## config.mk

```make
export PLATFORM = sky130hd
export DESIGN_NAME = tmse_step_counter
export DESIGN_NICKNAME = d
export VERILOG_FILES = /design/src/sv/tmse_pkg.sv /design/src/sv/tmse_count_cell.sv /design/src/sv/tmse_step_counter.sv
export SDC_FILE = /design/constraint.sdc
export NUM_CORES = 1
export LEC_CHECK = 0
export BUFFER_PORTS_ARGS = -buffer_cell sky130_fd_sc_hd__buf_2
export CAP_MARGIN = 20
export CORE_ASPECT_RATIO = 0.8
export CORE_MARGIN = 2
export CORE_UTILIZATION = 55
export CTS_BUF_LIST = sky130_fd_sc_hd__clkbuf_8
export CTS_CLUSTER_DIAMETER = 60
export CTS_CLUSTER_SIZE = 14
export DETAILED_ROUTE_END_ITERATION = 8
export PLACE_DENSITY = 0.79
export SLEW_MARGIN = 20
export SYNTH_ARGS = -nofsm -noshare
export SYNTH_HDL_FRONTEND = slang
export SYNTH_HIERARCHICAL = 1
export SYNTH_SLANG_ARGS = --single-unit
```

## constraint.sdc

```tcl
create_clock -name clk -period 11.3 [get_ports clk]
set_input_delay 0.565 -clock clk [delete_from_list [all_inputs] [get_ports clk]]
set_output_delay 0.565 -clock clk [all_outputs]
set_load 0.005 [all_outputs]
```

## src/sv/tmse_pkg.sv

```systemverilog
// Shared types, widths and codes for the Turing machine step engine.
package tmse_pkg;

    localparam int NUM_STATES  = 16;
    localparam int NUM_SYMBOLS = 16;
    localparam int TAPE_CELLS  = 1024;

    localparam int STATE_W    = $clog2(NUM_STATES);
    localparam int SYM_W      = $clog2(NUM_SYMBOLS);
    localparam int HEAD_W     = $clog2(TAPE_CELLS);
    localparam int LEN_W      = HEAD_W + 1;
    localparam int RULE_AW    = STATE_W + SYM_W;
    localparam int RULE_DEPTH = NUM_STATES * NUM_SYMBOLS;
    localparam int CMD_W      = 3;
    localparam int MOVE_W     = 2;
    localparam int CFG_IDX_W  = 2;
    localparam int COUNT_W    = 32;
    localparam int CELL_W     = 4;
    localparam int NUM_CELLS  = COUNT_W / CELL_W;

    localparam logic [CMD_W-1:0] CMD_LOAD_RULE  = 3'd0;
    localparam logic [CMD_W-1:0] CMD_WRITE_CELL = 3'd1;
    localparam logic [CMD_W-1:0] CMD_START      = 3'd2;
    localparam logic [CMD_W-1:0] CMD_STEP       = 3'd3;
    localparam logic [CMD_W-1:0] CMD_STOP       = 3'd4;

    localparam logic [MOVE_W-1:0] MOVE_STAY = 2'd0;
    localparam logic [MOVE_W-1:0] MOVE_R    = 2'd1;
    localparam logic [MOVE_W-1:0] MOVE_L    = 2'd2;

    localparam logic [CFG_IDX_W-1:0] CFG_INITIAL_STATE = 2'd0;
    localparam logic [CFG_IDX_W-1:0] CFG_HALTING_STATE = 2'd1;
    localparam logic [CFG_IDX_W-1:0] CFG_BLANK_SYMBOL  = 2'd2;

    localparam logic [STATE_W-1:0] INITIAL_STATE_RESET = 4'd0;
    localparam logic [STATE_W-1:0] HALTING_STATE_RESET = 4'd15;
    localparam logic [SYM_W-1:0]   BLANK_SYMBOL_RESET  = 4'd0;

    typedef struct packed {
        logic [CMD_W-1:0]   command;
        logic [STATE_W-1:0] rule_state;
        logic [SYM_W-1:0]   rule_symbol;
        logic               rule_defined;
        logic [SYM_W-1:0]   write_symbol;
        logic [MOVE_W-1:0]  move_code;
        logic [STATE_W-1:0] next_state;
        logic [HEAD_W-1:0]  cell_index;
        logic [SYM_W-1:0]   cell_symbol;
        logic [HEAD_W-1:0]  head_start;
        logic [LEN_W-1:0]   tape_length;
    } item_t;

    typedef struct packed {
        logic [STATE_W-1:0] current_state;
        logic [SYM_W-1:0]   current_symbol;
        logic [HEAD_W-1:0]  head_position;
        logic [COUNT_W-1:0] step_count;
        logic               halted;
        logic               tape_overflow;
    } result_t;

    typedef struct packed {
        logic [SYM_W-1:0]   write_symbol;
        logic [MOVE_W-1:0]  move_code;
        logic [STATE_W-1:0] next_state;
    } rule_t;

    typedef struct packed {
        logic clear;
        logic inc;
    } cnt_ctrl_t;

    function automatic logic in_extent(input logic [HEAD_W-1:0] h,
                                       input logic [LEN_W-1:0]  lo,
                                       input logic [LEN_W-1:0]  hi);
        logic [LEN_W-1:0] hx;
        hx = {1'b0, h};
        return (hx >= lo) && (hx < hi);
    endfunction

endpackage

```

## src/sv/tmse_count_cell.sv

```systemverilog
// One digit cell of the saturating step counter chain.
module tmse_count_cell (
    input  logic                       clk,
    input  logic                       rst_n,
    input  logic                       clear,
    input  logic                       carry_in,
    input  logic                       ones_in,
    output logic                       carry_out,
    output logic                       ones_out,
    output logic [tmse_pkg::CELL_W-1:0] value
);
    import tmse_pkg::*;

    logic [CELL_W-1:0] digit_reg;
    logic [CELL_W-1:0] digit_next;
    logic              digit_full;

    assign digit_full = (digit_reg == {CELL_W{1'b1}});
    assign carry_out  = carry_in & digit_full;
    assign ones_out   = ones_in & digit_full;
    assign value      = digit_reg;

    always_comb
    begin
        digit_next = digit_reg;
        if (clear)
        begin
            digit_next = '0;
        end
        else if (carry_in)
        begin
            digit_next = digit_reg + CELL_W'(1);
        end
    end

    always_ff @(posedge clk or negedge rst_n)
    begin
        if (!rst_n)
        begin
            digit_reg <= '0;
        end
        else
        begin
            digit_reg <= digit_next;
        end
    end

endmodule

```

## src/sv/tmse_step_counter.sv

```systemverilog
// Saturating step counter built as a chain of digit cells.
module tmse_step_counter (
    input  logic                         clk,
    input  logic                         rst_n,
    input  tmse_pkg::cnt_ctrl_t          ctrl,
    output logic [tmse_pkg::COUNT_W-1:0] count
);
    import tmse_pkg::*;

    logic [NUM_CELLS:0] carry;
    logic [NUM_CELLS:0] ones;

    // hold at all ones: the full flag ripples independently of the carry
    assign ones[0]  = 1'b1;
    assign carry[0] = ctrl.inc & ~ones[NUM_CELLS];

    for (genvar i = 0; i < NUM_CELLS; i++)
    begin : g_cell
        tmse_count_cell u_cell (
            .clk       (clk),
            .rst_n     (rst_n),
            .clear     (ctrl.clear),
            .carry_in  (carry[i]),
            .ones_in   (ones[i]),
            .carry_out (carry[i+1]),
            .ones_out  (ones[i+1]),
            .value     (count[i*CELL_W +: CELL_W])
        );
    end

endmodule

```

==> impl_metrics.env, run 1 <==
export IMPL_cts_resized=0
export IMPL_tns_ns=0
export IMPL_core_area_um2=3380
export IMPL_cts_sinks=32
export IMPL_htree_levels=2
export IMPL_ant_nets=0
export IMPL_seqCellArea_um2=801
export IMPL_postSynthAreaPerCell_um2=12.5
export IMPL_wl_per_cell_um=15.1
export IMPL_post_route_period_util_pct=53.1
export IMPL_ios=36
export IMPL_max_freq_mhz=167
export IMPL_clock_latency_ns=0.28
export IMPL_whs_ns=0.344
export IMPL_finalSetupViolCount=0
export IMPL_grt_max_degree=41
export IMPL_multi_input_area_um2=1020
export IMPL_grt_pass1_wl_mm=5.91
export IMPL_switching_share_pct=23.0
export IMPL_ir_drop_uv=54.3
export IMPL_vias=1314
export IMPL_status="complete, no violations"
export IMPL_maxCapViolCount=0
export IMPL_numPortBuffers=35
export IMPL_power_uw=207
export IMPL_grt_ovfl_total=0
export IMPL_cts_tree="built"
export IMPL_fin_ws_ns=5.30
export IMPL_rsz0062_at_grt="false"
export IMPL_fp_dieH_um=56.7
export IMPL_worstMarginPinSlew_ns=0.726
export IMPL_critPathCaptureType="flip-flop"
export IMPL_power_frac_clock_pct=39.1
export IMPL_hold_class="input pin to async pin"
export IMPL_synth_cells=153
export IMPL_nets=199
export IMPL_viasPerCell=5.74
export IMPL_crit_start="g_cell[0].u_cell/value[0]"
export IMPL_hold_viol=0
export IMPL_finalMaxSlewViolations=0
export IMPL_netSwitchingPower_uw=47.5
export IMPL_path_clk_slew_ns=0.07
export IMPL_initial_core_util_pct=56.6
export IMPL_drc=0
export IMPL_skew_ns=0.00475
export IMPL_critPathLaunchType="flip-flop"
export IMPL_critPathRequiredTime_ns=11.46
export IMPL_drive_gt1_share_pct=31.0
export IMPL_power_density_nw_per_um2=97.2
export IMPL_clk_path_buf_depth=2
export IMPL_worstPathArrival_ns=6.16
export IMPL_grt_total_usage_pct=18.8
export IMPL_grt_antenna_before_repair=0
export IMPL_leakage_uw=0.00120
export IMPL_r2r_cells=19
export IMPL_p_int_uw=159
export IMPL_antenna_cells=0
export IMPL_combPwrFrac_pct=4.5
export IMPL_rows=19
export IMPL_cts_buffers=5
export IMPL_yosysWarnings=6
export IMPL_crit_fanout=6
export IMPL_synth_area_um2=1910
export IMPL_drt_initial_drc_count=50
export IMPL_drtPass1Iterations=4
export IMPL_rr_startpoint="g_cell[0].u_cell/value[0]"
export IMPL_grt_pass1_vias=1327
export IMPL_die_w_um=69.9
export IMPL_final_core_util_pct=63.0
export IMPL_largest_reg_flops=32
export IMPL_post_cts_buffers=0
export IMPL_fillCellCount=278
export IMPL_dpl_hpwl_mm=2.37
export IMPL_relSlewSlack_pct=51.6
export IMPL_dieArea_um2=3960
export IMPL_wirelength_mm=3.46
export IMPL_final_min_clock_period_ns=6.00
export IMPL_dpl_worst_slack_ns=5.38
export IMPL_syn_to_final_growth_pct=11.3
export IMPL_cts_hold_buf=0
export IMPL_crit_type="flip-flop to flip-flop"
export IMPL_place_congestion=0.734
export IMPL_power_frac_seq_pct=56.4
export IMPL_synth_nets=165
export IMPL_ctsRootBufferMaster="clkbuf_8"
==> power groups by stage <==
stage,sequential (uW),combinational (uW),clock [uW]
2_1_floorplan,119,3.79,0
3_3_place_gp,119,8.96,0
3_5_place_dp,119,9.45,0
4_1_cts,117,9.42,84.7
5_1_grt,117,10.4,89.2
6_report,117,9.24,80.8
==> routing by layer <==
metal  up-vias  part of all wire [%]  GRT usage [%]
met5         -                     0              0
met4         0                  0.20           6.32
met3         2                   3.5           5.21
met2        21                    51           31.7
met1       672                    45           23.4
li1        619                     -              -
==> critical path, stage by stage (launching register included) <==
cell	delay [ns]
dfrtp_1	0.45
ha_1	0.27
and4_1	0.21
and4_1	0.20
and4_1	0.19
and4_1	0.19
and4_1	0.18
and4_1	0.18
and4_1	0.19
and4_1	0.21
nor2b_4	0.22
and4_1	0.41
and4_1	0.43
and4_1	0.42
and4_1	0.42
and4_1	0.44
and4_1	0.42
and4_1	0.40
nand4_4	0.13
mux2_4	0.30
==> metrics by stage <==
step / std cells / area (um^2)
detailed placement: 222 / 2050
global placement: 222 / 2050
global route: 229 / 2130
floorplan: 153 / 1910
CTS: 229 / 2130
finish: 229 / 2130
==> final cells by class <==
| type | count | area share, % |
|---|---|---|
| tap | 42 | 2.47 |
| clock inverter | 2 | 0.412 |
| clock buffer | 5 | 3.24 |
| timing repair buffer | 35 | 8.24 |
| sequential | 32 | 37.7 |
| multi-input combinational | 113 | 48.0 |
==> placed cells by master, fill, tap and decap left out, drive strengths merged <==
| cell | n |
|---|---|
| buf | 35 |
| dfrtp | 32 |
| nor2 | 24 |
| and4 | 15 |
| and2b | 8 |
| nand4 | 8 |
| mux2 | 8 |
| a21bo | 8 |
| nand3b | 8 |
| a21oi | 8 |
| mux2i | 8 |
| xnor2 | 8 |
| ha | 8 |
| clkbuf | 5 |
| nor2b | 1 |
| clkinv | 1 |
| inv | 1 |
| conb | 1 |
==> worst paths after layout <==
path                                        endpoint  slack, ns
max                        g_cell[7].u_cell/value[3]       5.30
min                        g_cell[2].u_cell/value[2]       0.34
max reg2reg                g_cell[7].u_cell/value[3]       5.30
min reg2reg                g_cell[2].u_cell/value[1]       0.64
max in group asynchronous  g_cell[3].u_cell/value[0]      10.50
min in group clk           g_cell[2].u_cell/value[1]       0.64
Power figures use the tool's default switching activity.
==> inputs of run 2 (changes only) <==
- CORE_UTILIZATION: 55 -> 52
- PLACE_DENSITY: 0.79 -> 0.78
- clock period: 11.3 -> 5.5 ns (I/O delays scaled with it)
==> run 2 against run 1 <==
  * Non-clock buffer count increased by 4
  * Clock skew about the same
  * Cell count up 0.87%
  * Sequential cell count is the same
  * Via count fell by 0.76%
  * Critical path depth unchanged
  * Largest cell class unchanged
  * Highest routed layer unchanged
==> impl_metrics.env, run 2 (synthesized netlist as in run 1, its figures left out) <==
export IMPL_clock_latency_ns=0.28
export IMPL_ir_drop_uv=123
export IMPL_final_cell_mix="buf_2, dfrtp_1, nor2_1"
export IMPL_max_freq_mhz=195
export IMPL_numPortBuffers=35
export IMPL_post_route_period_util_pct=93.3
export IMPL_core_area_um2=3470
export IMPL_status="complete, no violations"
export IMPL_worst_path_most_repeated_cell="and4_1"
export IMPL_power_uw=422
export IMPL_ant_nets=0
export IMPL_cts_buffers=5
export IMPL_rsz0062_at_grt="false"
export IMPL_cts_sinks=32
export IMPL_cts_tree="built"
export IMPL_htree_levels=2
export IMPL_syn_to_final_growth_pct=12.4
export IMPL_multi_input_area_um2=1020
export IMPL_critPathLaunchType="flip-flop"
export IMPL_drive_gt1_share_pct=32.3
export IMPL_vias=1304
export IMPL_rr_startpoint="g_cell[0].u_cell/value[0]"
export IMPL_worstPathArrival_ns=5.30
export IMPL_ios=36
export IMPL_rows=19
export IMPL_worstMarginPinSlew_ns=0.716
export IMPL_hold_viol=0
export IMPL_crit_type="flip-flop to flip-flop"
export IMPL_path_clk_slew_ns=0.06
export IMPL_finalSetupViolCount=0
export IMPL_antenna_cells=0
export IMPL_timing_rr_end="g_cell[7].u_cell/value[3]"
export IMPL_fp_dieH_um=58.2
export IMPL_grt_pass1_vias=1303
export IMPL_tns_ns=0
export IMPL_layout_cells_most_common="buf_2"
export IMPL_whs_ns=0.0458
export IMPL_grt_ovfl_total=0
export IMPL_critPathCaptureType="flip-flop"
export IMPL_ctsRootBufferMaster="clkbuf_8"
export IMPL_dpl_hpwl_mm=2.51
export IMPL_hold_class="input pin to async pin"
export IMPL_crit_fanout=6
export IMPL_drc=0
export IMPL_largest_reg_flops=32
export IMPL_relSlewSlack_pct=52.3
export IMPL_cts_hold_buf=0
export IMPL_final_min_clock_period_ns=5.13
export IMPL_place_congestion=0.735
export IMPL_clk_path_buf_depth=2
export IMPL_fillCellCount=298
export IMPL_seqCellArea_um2=801
export IMPL_r2r_slack_ns=0.37
export IMPL_wl_per_cell_um=15.4
export IMPL_viasPerCell=5.65
export IMPL_final_core_util_pct=61.9
export IMPL_finalMaxSlewViolations=0
export IMPL_nets=203
export IMPL_skew_ns=0.00440
export IMPL_crit_chain="ha_1 > and4_1 > and4_1 > and4_1 > and4_1 > and4_1 > and4_1 > and4_1 > and4_1 > nor2b_4 > and4_1 > and4_1 > and4_1 > and4_1 > and4_1 > and4_1 > and4_1 > nand4_4 > mux2_4"
export IMPL_cts_resized=0
export IMPL_maxCapViolCount=0
export IMPL_leakage_uw=0.00121
export IMPL_grt_antenna_before_repair=0
export IMPL_drtPass1Iterations=4
export IMPL_die_w_um=71.8
export IMPL_wirelength_mm=3.55
export IMPL_grt_pass1_wl_mm=6.06
export IMPL_power_density_nw_per_um2=196
export IMPL_r2r_cells=19
export IMPL_critPathRequiredTime_ns=5.67
export IMPL_grt_max_degree=41
export IMPL_drt_initial_drc_count=132
export IMPL_initial_core_util_pct=55.0
export IMPL_critPathMaxStageDelay_ns=0.44
export IMPL_cp_slowest_cell="dfrtp_1"
export IMPL_dieArea_um2=4180
export IMPL_grt_total_usage_pct=18.8
export IMPL_post_cts_buffers=0
-- run 2: cell types whose count changed in the layout (fill, tap and decap cells not counted), sizes merged --
cell    delta
inv        -1
buf        +4
clkinv     -1
-- run 2: area by class of cell --
class / count / area share [%]
multi-input combinational: 113 / 47.5
sequential: 32 / 37.3
timing repair buffer: 39 / 9.56
clock buffer: 5 / 3.21
tap: 42 / 2.45
-- run 2: how the worst max path moves through the flow --
stage	from	end	slack, ns	depth (start not counted)
6_report	g_cell[0].u_cell/value[0]	g_cell[7].u_cell/value[3]	0.37	19
5_1_grt	g_cell[0].u_cell/value[0]	g_cell[7].u_cell/value[3]	0.10	19
4_1_cts	g_cell[0].u_cell/value[0]	g_cell[7].u_cell/value[3]	0.38	19
3_5_place_dp	g_cell[0].u_cell/value[0]	g_cell[7].u_cell/value[3]	0.42	19
3_3_place_gp	g_cell[0].u_cell/value[0]	g_cell[7].u_cell/value[3]	0.59	19
2_1_floorplan	g_cell[0].u_cell/value[0]	g_cell[7].u_cell/value[3]	0.45	27
-- run 2: worst max-delay path: cells and delay by family (launching register included) --
family	cells	cell delay [ns]
flip-flops	1	0.44
multiplexers	1	0.30
adder cells (fa/ha/maj)	1	0.27
AND/OR/NAND/NOR	17	3.97
-- run 2: metrics by stage --
step	instances	worst slack [ns]	instance area [um^2]
CTS	231	0.378	2150
global route	231	0.101	2150
floorplan	153	0.452	1910
finish	231	0.370	2150
global placement	226	0.586	2080
detailed placement	226	0.423	2080
-- run 2: per-layer routing --
metal / track usage (%) / vias up / wire [um]
li1: - / 629 / -
met1: 23.7 / 651 / 1550
met2: 31.0 / 19 / 1830
met3: 6.96 / 5 / 132
met4: 4.85 / 0 / 34
met5: 0 / - / 0
-- run 2: where the power goes --
group	internal (uW)	switching, uW	leakage (uW)
logic	6.25	13.0	0.000726
registers	237	2.61	0.000446
clock network	81.4	81.5	0.0000359
